$ cat src/sv/krt_pkg.sv
package krt_pkg;

	localparam int CAPACITY = 16;
	localparam int KEY_BITS = 64;

	localparam int IDX_W = (CAPACITY > 1) ? $clog2(CAPACITY) : 1;
	localparam int CNT_W = $clog2(CAPACITY + 1);

	localparam int S_DATA_W = 144;
	localparam int S_USER_W = 2;
	localparam int M_DATA_W = 144;

	localparam logic [1:0] CMD_SET     = 2'd0;
	localparam logic [1:0] CMD_LOOKUP  = 2'd1;
	localparam logic [1:0] CMD_SESSION = 2'd2;

	typedef struct packed {
		logic [KEY_BITS-1:0] key;
		logic [31:0]         weight;
		logic [7:0]          reps;
		logic [31:0]         stamp;
	} entry_t;

	typedef enum logic [1:0] {
		ST_IDLE,
		ST_SCAN,
		ST_SHIFT,
		ST_FIN
	} state_t;

endpackage

$ cat src/sv/keyed_record_table_oldest_eviction.sv
// channel  dir  signals                      fields (lowest bit up)
// s        in   s_tvalid s_tready s_tdata     key, weight_word, rep_count, now_time, clock_ok
//               s_tuser                       cmd
// m        out  m_tvalid m_tready m_tdata     hit, stored_weight, stored_reps, stored_time,
//                                             evicted, entries_in_use, sets_total, sessions_total
// entries ring through CAPACITY cells past a head cell, one place per cycle in scan and shift
// lookup and record hit: a scan lap of the ring; record miss: a scan lap, then an insertion lap
// session and unused codes: straight to the result; one item at a time, s_tready high only when idle
// the result sits in an output register, so the next beat is taken while it waits
// arst_n clears counters and control; cell contents stay undefined until written
module keyed_record_table_oldest_eviction (
	input  logic                          clk,
	input  logic                          arst_n,
	input  logic                          s_tvalid,
	output logic                          s_tready,
	// key, weight_word, rep_count, now_time, clock_ok, zero pad
	input  logic [krt_pkg::S_DATA_W-1:0]  s_tdata,
	// cmd
	input  logic [krt_pkg::S_USER_W-1:0]  s_tuser,
	output logic                          m_tvalid,
	input  logic                          m_tready,
	// hit, stored_weight, stored_reps, stored_time, evicted, entries_in_use,
	// sets_total, sessions_total, zero pad
	output logic [krt_pkg::M_DATA_W-1:0]  m_tdata
);

	krt_pkg::state_t state_q, state_d;

	logic [krt_pkg::IDX_W-1:0] step_q;
	logic [krt_pkg::CNT_W-1:0] used_q;
	logic [31:0]               sets_q;
	logic [31:0]               sess_q;
	logic                      m_tvalid_q;
	logic [krt_pkg::M_DATA_W-1:0] m_tdata_q;

	logic [1:0]                cmd_q;
	krt_pkg::entry_t           new_q;
	krt_pkg::entry_t           carry_q;
	logic                      hit_q;
	logic                      evict_q;
	logic [31:0]               min_q;
	logic [krt_pkg::IDX_W-1:0] old_q;
	logic [31:0]               res_w_q;
	logic [7:0]                res_r_q;
	logic [31:0]               res_t_q;

	krt_pkg::entry_t cell_q [krt_pkg::CAPACITY];
	krt_pkg::entry_t head;
	krt_pkg::entry_t tail;

	logic                      accept;
	logic                      shift_en;
	logic                      last_step;
	logic [krt_pkg::CNT_W-1:0] step_ext;
	logic                      in_use;
	logic                      match;
	logic                      hit_now;
	logic                      full;
	logic [krt_pkg::CNT_W-1:0] cut;
	logic                      out_free;
	logic [krt_pkg::CNT_W+4:0] used_wide;
	logic [31:0]               in_stamp;

	// ring of cells, head at position 0, tail fed by the control logic
	for (genvar i = 0; i < krt_pkg::CAPACITY; i++) begin : g_cell
		if (i == krt_pkg::CAPACITY - 1) begin : g_tail
			krt_cell u_cell (
				.clk   (clk),
				.shift (shift_en),
				.d     (tail),
				.q     (cell_q[i])
			);
		end else begin : g_mid
			krt_cell u_cell (
				.clk   (clk),
				.shift (shift_en),
				.d     (cell_q[i+1]),
				.q     (cell_q[i])
			);
		end
	end

	assign head      = cell_q[0];
	assign s_tready  = (state_q == krt_pkg::ST_IDLE);
	assign accept    = s_tvalid && s_tready;
	assign shift_en  = (state_q == krt_pkg::ST_SCAN) || (state_q == krt_pkg::ST_SHIFT);
	assign last_step = (step_q == krt_pkg::IDX_W'(krt_pkg::CAPACITY - 1));
	assign step_ext  = krt_pkg::CNT_W'(step_q);
	assign in_use    = (step_ext < used_q);
	assign match     = in_use && !hit_q && (head.key == new_q.key);
	assign hit_now   = hit_q || match;
	assign full      = (used_q == krt_pkg::CNT_W'(krt_pkg::CAPACITY));
	// position dropped on the insertion lap: the oldest when full, else the first free one
	assign cut       = full ? krt_pkg::CNT_W'(old_q) : used_q;
	assign out_free  = !m_tvalid_q || m_tready;
	assign used_wide = {5'd0, used_q};
	assign in_stamp  = s_tdata[136] ? s_tdata[135:104] : 32'd0;

	always_comb begin
		tail = head;
		case (state_q)
			krt_pkg::ST_SCAN: begin
				if (match && cmd_q == krt_pkg::CMD_SET) begin
					tail = new_q;
				end
			end
			krt_pkg::ST_SHIFT: begin
				if (step_ext <= cut) begin
					tail = (step_q == '0) ? new_q : carry_q;
				end
			end
			default: tail = head;
		endcase
	end

	always_comb begin
		state_d = state_q;
		case (state_q)
			krt_pkg::ST_IDLE: begin
				if (accept) begin
					if (s_tuser == krt_pkg::CMD_SET || s_tuser == krt_pkg::CMD_LOOKUP) begin
						state_d = krt_pkg::ST_SCAN;
					end else begin
						state_d = krt_pkg::ST_FIN;
					end
				end
			end
			krt_pkg::ST_SCAN: begin
				if (last_step) begin
					state_d = (cmd_q == krt_pkg::CMD_SET && !hit_now) ?
						krt_pkg::ST_SHIFT : krt_pkg::ST_FIN;
				end
			end
			krt_pkg::ST_SHIFT: begin
				if (last_step) begin
					state_d = krt_pkg::ST_FIN;
				end
			end
			krt_pkg::ST_FIN: begin
				if (out_free) begin
					state_d = krt_pkg::ST_IDLE;
				end
			end
			default: state_d = krt_pkg::ST_IDLE;
		endcase
	end

	always_ff @(posedge clk or negedge arst_n) begin
		if (!arst_n) begin
			state_q <= krt_pkg::ST_IDLE;
		end else begin
			state_q <= state_d;
		end
	end

	always_ff @(posedge clk or negedge arst_n) begin
		if (!arst_n) begin
			step_q     <= '0;
			used_q     <= '0;
			sets_q     <= '0;
			sess_q     <= '0;
			m_tvalid_q <= 1'b0;
		end else begin
			if (state_q == krt_pkg::ST_FIN && out_free) begin
				m_tvalid_q <= 1'b1;
			end else if (m_tready) begin
				m_tvalid_q <= 1'b0;
			end
			case (state_q)
				krt_pkg::ST_IDLE: begin
					step_q <= '0;
					if (accept && s_tuser == krt_pkg::CMD_SET) begin
						sets_q <= sets_q + 32'd1;
					end
					if (accept && s_tuser == krt_pkg::CMD_SESSION) begin
						sess_q <= sess_q + 32'd1;
					end
				end
				krt_pkg::ST_SCAN: begin
					step_q <= last_step ? '0 : step_q + 1'b1;
				end
				krt_pkg::ST_SHIFT: begin
					step_q <= last_step ? '0 : step_q + 1'b1;
					if (last_step && !full) begin
						used_q <= used_q + 1'b1;
					end
				end
				krt_pkg::ST_FIN: ;
				default: step_q <= '0;
			endcase
		end
	end

	always_ff @(posedge clk) begin
		case (state_q)
			krt_pkg::ST_IDLE: begin
				if (accept) begin
					cmd_q        <= s_tuser;
					new_q.key    <= s_tdata[krt_pkg::KEY_BITS-1:0];
					new_q.weight <= s_tdata[95:64];
					new_q.reps   <= s_tdata[103:96];
					new_q.stamp  <= in_stamp;
					hit_q        <= 1'b0;
					evict_q      <= 1'b0;
					if (s_tuser == krt_pkg::CMD_SET) begin
						res_w_q <= s_tdata[95:64];
						res_r_q <= s_tdata[103:96];
						res_t_q <= in_stamp;
					end else begin
						res_w_q <= '0;
						res_r_q <= '0;
						res_t_q <= '0;
					end
				end
			end
			krt_pkg::ST_SCAN: begin
				if (match) begin
					hit_q <= 1'b1;
					if (cmd_q == krt_pkg::CMD_LOOKUP) begin
						res_w_q <= head.weight;
						res_r_q <= head.reps;
						res_t_q <= head.stamp;
					end
				end
				// oldest entry, lowest position wins a tie
				if (in_use && (step_q == '0 || head.stamp < min_q)) begin
					min_q <= head.stamp;
					old_q <= step_q;
				end
			end
			krt_pkg::ST_SHIFT: begin
				if (step_ext <= cut) begin
					carry_q <= head;
				end
				if (step_q == '0) begin
					evict_q <= full;
				end
			end
			krt_pkg::ST_FIN: begin
				if (out_free) begin
					m_tdata_q <= {1'b0, sess_q, sets_q, used_wide[4:0], evict_q,
						res_t_q, res_r_q, res_w_q, hit_q};
				end
			end
			default: ;
		endcase
	end

	assign m_tvalid = m_tvalid_q;
	assign m_tdata  = m_tdata_q;

endmodule

$ cat src/sv/krt_cell.sv
module krt_cell (
	input  logic            clk,
	input  logic            shift,
	input  krt_pkg::entry_t d,
	output krt_pkg::entry_t q
);

	krt_pkg::entry_t entry_q;

	always_ff @(posedge clk) begin
		if (shift) begin
			entry_q <= d;
		end
	end

	assign q = entry_q;

endmodule
$ cat config.mk
export PLATFORM = sky130hd
export DESIGN_NAME = keyed_record_table_oldest_eviction
export DESIGN_NICKNAME = d
export VERILOG_FILES = /design/src/sv/krt_pkg.sv /design/src/sv/keyed_record_table_oldest_eviction.sv /design/src/sv/krt_cell.sv
export SDC_FILE = /design/constraint.sdc
export NUM_CORES = 2
export LEC_CHECK = 0
export BUFFER_PORTS_ARGS = -buffer_cell sky130_fd_sc_hd__buf_2
export CAP_MARGIN = 20
export CORE_ASPECT_RATIO = 1.75
export CORE_MARGIN = 1.5
export CORE_UTILIZATION = 55
export CTS_BUF_LIST = sky130_fd_sc_hd__clkbuf_16
export CTS_CLUSTER_DIAMETER = 30
export DETAILED_ROUTE_END_ITERATION = 12
export HOLD_SLACK_MARGIN = 0.05
export PLACE_DENSITY_LB_ADDON = 0.12
export SLEW_MARGIN = 5
export SYNTH_ARGS = -nofsm -noshare
export SYNTH_HDL_FRONTEND = slang
export SYNTH_SLANG_ARGS = --single-unit
$ cat constraint.sdc
create_clock -name clk -period 46.9 [get_ports clk]
set_input_delay 14.07 -clock clk [delete_from_list [all_inputs] [get_ports clk]]
set_output_delay 14.07 -clock clk [all_outputs]
set_load 0.005 [all_outputs]
Word level (Yosys, flattened, before mapping):

Cells that the tools add are included.

* bits in registers: 2779
* bits of input ports: 150

* add/subtract/negate cells: 4
* magnitude comparators: 3
* equal/unequal tests: 16
* muxes and demuxes: 37
* reduce and logical (&&, ||, !) cells: 39

Operators with widths (count)
* $mux W136: 3
* $mux W32: 9
* $pmux W136 S2: 1
* $pmux W32 S2: 2
* $add A32 B1 Y32 const B: 2
* $eq A64 B64 Y1: 1
* $lt A32 B32 Y1: 1
* $mux W8: 4
* $pmux W8 S2: 1
* $reduce_and A2 Y1: 7
* $logic_and A1 B1 Y1: 10
* $mux W2: 5
* $ne A2 B2 Y1 const B: 4
* $pmux W2 S4: 1
* $pmux W4 S2: 1
* $reduce_and A4 Y1: 2
* $reduce_bool A2 Y1: 4
* $eq A2 B1 Y1 const B: 3
* $eq A2 B2 Y1 const B: 3
* $logic_not A2 Y1: 3
* $mux W1: 6
* $ne A2 B1 Y1 const B: 3
* $reduce_and A3 Y1: 2
* $add A5 B1 Y5 const B: 1
* 12 further kinds: 20

Logic depth before layout (Yosys ltp):

* word-level depth: 9
* depth in mapped cells: 16
* gate-level depth less buffers: 13

Modules after synthesis:

A second synthesis with hierarchy kept.

* cells, all modules: 4331
* area total of the unflattened synthesis: 94051.5 µm²

By module, submodules not included
* krt_cell: times used 16, cells an instance 136, area each 4083.9 µm², seq. area each 4083.9 µm²
* keyed_record_table_oldest_eviction: times used 1, cells an instance 2155, area each 28708.8 µm², seq. area each 17727.0 µm²

Least setup slack after synthesis:

No wires, ideal clock.

* path kind: register to register
* from: register state_q[0]
* to: register g_cell[0].g_mid.u_cell.entry_q, in the netlist g_cell[0].g_mid.u_cell.q[0], enable pin
* arrival time: 44.512 ns
* required time: 44.299 ns
* path slack: -0.213 ns
* stages on the path, launching flop included: 3
* buffers on the path: 0
* cells stage by stage: dfrtp_1 > inv_1 > ha_1

* longest elaborated chain between the ends: 2

RTL lines
* start, declared: line keyed_record_table_oldest_eviction.sv:27 `krt_pkg::state_t state_q, state_d;`
* start signal, assigned: line keyed_record_table_oldest_eviction.sv:150 `state_q <= krt_pkg::ST_IDLE;`
* start signal, assigned: line keyed_record_table_oldest_eviction.sv:152 `state_q <= state_d;`
* $eq A2 B1 Y1 or $eq A2 B2 Y1 (tied branches): line keyed_record_table_oldest_eviction.sv:86 `assign shift_en = (state_q == krt_pkg::ST_SCAN) || (state_q == krt_pkg::ST_SHIFT);`
* $logic_or A1 B1 Y1 *: line keyed_record_table_oldest_eviction.sv:86
* net g_cell[0].g_mid.u_cell.shift: line krt_cell.sv:3 `input logic shift,`
* end signal, assigned: line krt_cell.sv:12 `entry_q <= d;`
* end, declared: line krt_cell.sv:8 `krt_pkg::entry_t entry_q;`

The timed path passes the listed nets; every way through them passes the cells marked *.
A chain may end at the register's enable or synchronous reset.

Final worst setup path:

* from: input s_tvalid
* to: register new_q[49] (netlist name), enable pin

* longest elaborated chain between the ends: 2

RTL lines
* start, declared: line keyed_record_table_oldest_eviction.sv:14 `input logic s_tvalid,`
* $logic_and A1 B1 Y1: line keyed_record_table_oldest_eviction.sv:85 `assign accept = s_tvalid && s_tready;`
* $reduce_and A2 Y1 (no source line)
* end, declared: line keyed_record_table_oldest_eviction.sv:37 `krt_pkg::entry_t new_q;`

No other way between the ends.

==> results.yml <==
outcome:
  outcome: "complete, no violations"
setup_path:
  slowest_delay_ns: 0.94
  cp.required_ns: 47.34
  critPathTopFamily: "buffers and inverters"
  critPathMostFrequentCell: "buf_4"
  worst_setup_path_end_kind: "flip-flop"
  critical_path.cell_chain: "buf_2 > and2_4 > buf_4 > buf_4 > buf_4"
  start_kind: "input port"
  arrival_ns: 16.75
  cp_num_buf_inv: 4
  worst-path-max-fanout: 55
  worstSetupPathType: "input port to flip-flop"
  crit_path_top_delay_cell: "buf_4"
power_and_ir_drop:
  power.density_nw_per_um2: 86.3
  pwr-share-seq_pct: 55.2
  swShare_pct: 28.9
  p_int_mw: 6.67
  ir_drop_v: 0.000122
  leakage_nw: 38.4
  p_sw_mw: 2.71
  pwr-share-comb_pct: 17.6
  clkPwrFrac_pct: 27.1
place:
  numPortBuffers: 287
  dp_slack_ns: 29.69
  hpwl_mm: 87.6
  dp_cells: 6612
  gp_congestion: 0.755
clocking:
  cts.sinks: 2779
  cts_setup_buffers: 0
  cts_root_buf: "clkbuf_16"
  cts_resized: 0
  numCtsBuffers: 330
  htreeDepth: 5
  clock_latency_ns: 0.84
  ctsHoldBuffers: 0
  cts_buffer_depth: 4
  cts_tree: "done"
  clk_pin_slew_ns: 0.06
detailed_routing:
  detail_route.wl_per_cell_um: 22.4
  drtPass1Iterations: 5
  final_antenna_net_count: 0
  vias: 39900
  detail_route.vias_per_cell: 5.53
  wirelength_mm: 162
  drcViolationCount: 0
  drt-initial-drc-count: 3583
logic_synthesis:
  netlist.area_leader.share_pct: 87.2
  synth_cell_types: 54
  synth_cells: 4175
  postSynthRegisterBits: 2779
  synthesis.nets: 4374
  synth_warnings: 0
  synth_common_cells: "2703 x edfxtp_1, 184 x inv_1, 161 x nand3_1"
  yosys.area.top_type: "edfxtp_1"
  syn_area_um2: 93100
  ys_seq_area_share_pct: 89.2
  async_reset_ff_share_pct: 2.73
  synth.most_common_cell: "edfxtp_1"
  synth_ff_type: "edfxtp_1"
  synth.area.top_cells: "edfxtp_1 87%, dfrtp_1 2.0%, mux2_2 1.7%, mux2i_1 1.5%, o221ai_1 1.3%"
  synth_edf_count: 2703
  syn_avg_cell_area_um2: 22.3
layout:
  fin_cells: 7224
  fillers: 11100
  nets: 4938
  area_growth_pct: 16.7
  drive_gt1_share_pct: 20.8
sta:
  relSlewSlack_pct: 18.5
  clock_skew_ns: 0.0616
  finalHoldViolCount: 0
  finalCriticalPeriod_ns: 16.32
  fin_crit_sh_pct: 34.8
  finalSetupViolCount: 0
  rsz0062_at_grt: "no"
  slew_viol_final: 0
  max_freq_ghz: 0.0613
  setup_tns_ns: 0
  setup_slack_ns: 30.58
  tightest_slew_ns: 1.22
floorplan:
  coreArea_um2: 168000
  dieArea_um2: 172000
  io-pin-count: 296
  initial_core_util_pct: 55.4
  die_h_um: 547
  rows: 199
  fp.dieW_um: 314
flow_run:
  cap_violations: 0
global_routing:
  grt_pass1_vias: 39700
  grt_pass1_wl_mm: 247
  grt_max_degree: 227
  grt_overflow: 0
  antenna_found_initial: 16
  grtUsageTotal_pct: 19.1
hold_path:
  min_path_type: "flip-flop to flip-flop"
-- flip-flops by register name, summed over array words and instances (netlist names), 5 cells and up --
register	flops
carry_q	136
m_tdata	143
sets_q	32
res_w_q	32
used_q	5
res_t_q	32
g_cell.g_mid.u_cell.q	2040
new_q	136
res_r_q	8
g_cell.g_tail.u_cell.q	136
sess_q	32
min_q	32
-- cell families after synthesis --
| logic type | count (synthesis) | share of synthesized area (%) |
|---|---|---|
| DFF | 2779 | 89.2 |
| muxes | 276 | 3.15 |
| AOI/OAI and AO/OA | 280 | 2.51 |
| other | 1 | 0.00403 |
| buffers and inverters | 299 | 1.25 |
| and+or+nand+nor | 381 | 2.20 |
| xor gates and xnor gates | 110 | 1.03 |
| adders and majority gates | 49 | 0.658 |
-- metal layers --
layer	vias to the layer above	global-route usage, %	part of all wire (%)
met5	-	0	0.054
met4	14	6.67	2.8
met3	325	4.00	6.4
met2	1202	28.2	46
met1	20600	28.6	44
li1	17800	-	-
-- final cells by class --
| type | instances | area, um^2 | share of cell area [%] |
|---|---|---|---|
| Sequential cell | 2779 | 83100 | 76.4 |
| Multi-Input combinational cell | 1097 | 9010 | 8.29 |
| Clock buffer | 338 | 8460 | 7.78 |
| Tap cell | 2211 | 2770 | 2.55 |
| Clock inverter | 262 | 2610 | 2.40 |
| Timing Repair Buffer | 347 | 2060 | 1.89 |
| Inverter | 184 | 691 | 0.636 |
| Antenna cell | 6 | 15.0 | 0.0138 |
-- layout by cell type, fill, tap and decap left out, drive strengths merged, types with 17 or more instances in the layout --
| master | synthesis | routed |
|---|---|---|
| ha | 49 | 49 |
| a22o | 74 | 74 |
| nand3 | 161 | 161 |
| buf | 25 | 347 |
| and2 | 42 | 42 |
| xor2 | 67 | 67 |
| bufinv | 0 | 27 |
| clkbuf | 90 | 338 |
| o221ai | 137 | 137 |
| clkinv | 0 | 84 |
| mux2i | 139 | 139 |
| nor2 | 32 | 32 |
| mux2 | 137 | 137 |
| xnor2 | 43 | 43 |
| clkinvlp | 0 | 21 |
| inv | 184 | 314 |
| dfrtp | 76 | 76 |
| nand2b | 17 | 17 |
| nor2b | 17 | 17 |
| edfxtp | 2703 | 2703 |
| nand4 | 25 | 25 |
| nand2 | 41 | 41 |
-- final timing paths --
path                       cells past startpoint                                       to                                     from  slack [ns]
max                                            5                      new_q[49]$_DFFE_PP_                                 s_tvalid       30.58
min                                            0  g_cell[13].g_mid.u_cell.q[26]$_DFFE_PN_  g_cell[14].g_mid.u_cell.q[26]$_DFFE_PN_        0.39
max reg2reg                                   10    g_cell[1].g_mid.u_cell.q[1]$_DFFE_PN_                   state_q[0]$_DFFE_PN0P_       40.13
min reg2reg                                    0  g_cell[13].g_mid.u_cell.q[26]$_DFFE_PN_  g_cell[14].g_mid.u_cell.q[26]$_DFFE_PN_        0.39
max in group asynchronous                      1                   sess_q[23]$_DFFE_PN0P_                                   arst_n       32.84
min in group asynchronous                      1                   sets_q[29]$_DFFE_PN0P_                                   arst_n       13.43
-- through the flow --
stage | instance area [um^2] | utilization (%) | power, mW | hold WS (ns)
5_1_grt | 109000 | 64.7 | 9.84 | 0.392
6_report | 109000 | 64.7 | 9.38 | 0.387
4_1_cts | 108000 | 64.6 | 9.48 | 0.383
3_5_place_dp | 97400 | 58.0 | 6.88 | 0.405
2_1_floorplan | 93100 | - | 7.94 | 0.400
3_3_place_gp | 97400 | 58.0 | 6.78 | 0.400
-- power by group through the flow --
stage / clock network (mW) / logic (mW) / registers, mW
3_5_place_dp: 0 / 1.65 / 5.23
2_1_floorplan: 0 / 1.09 / 6.85
3_3_place_gp: 0 / 1.60 / 5.19
5_1_grt: 2.70 / 1.81 / 5.33
4_1_cts: 2.61 / 1.65 / 5.22
6_report: 2.55 / 1.65 / 5.18
Power figures use the tool's default switching activity.
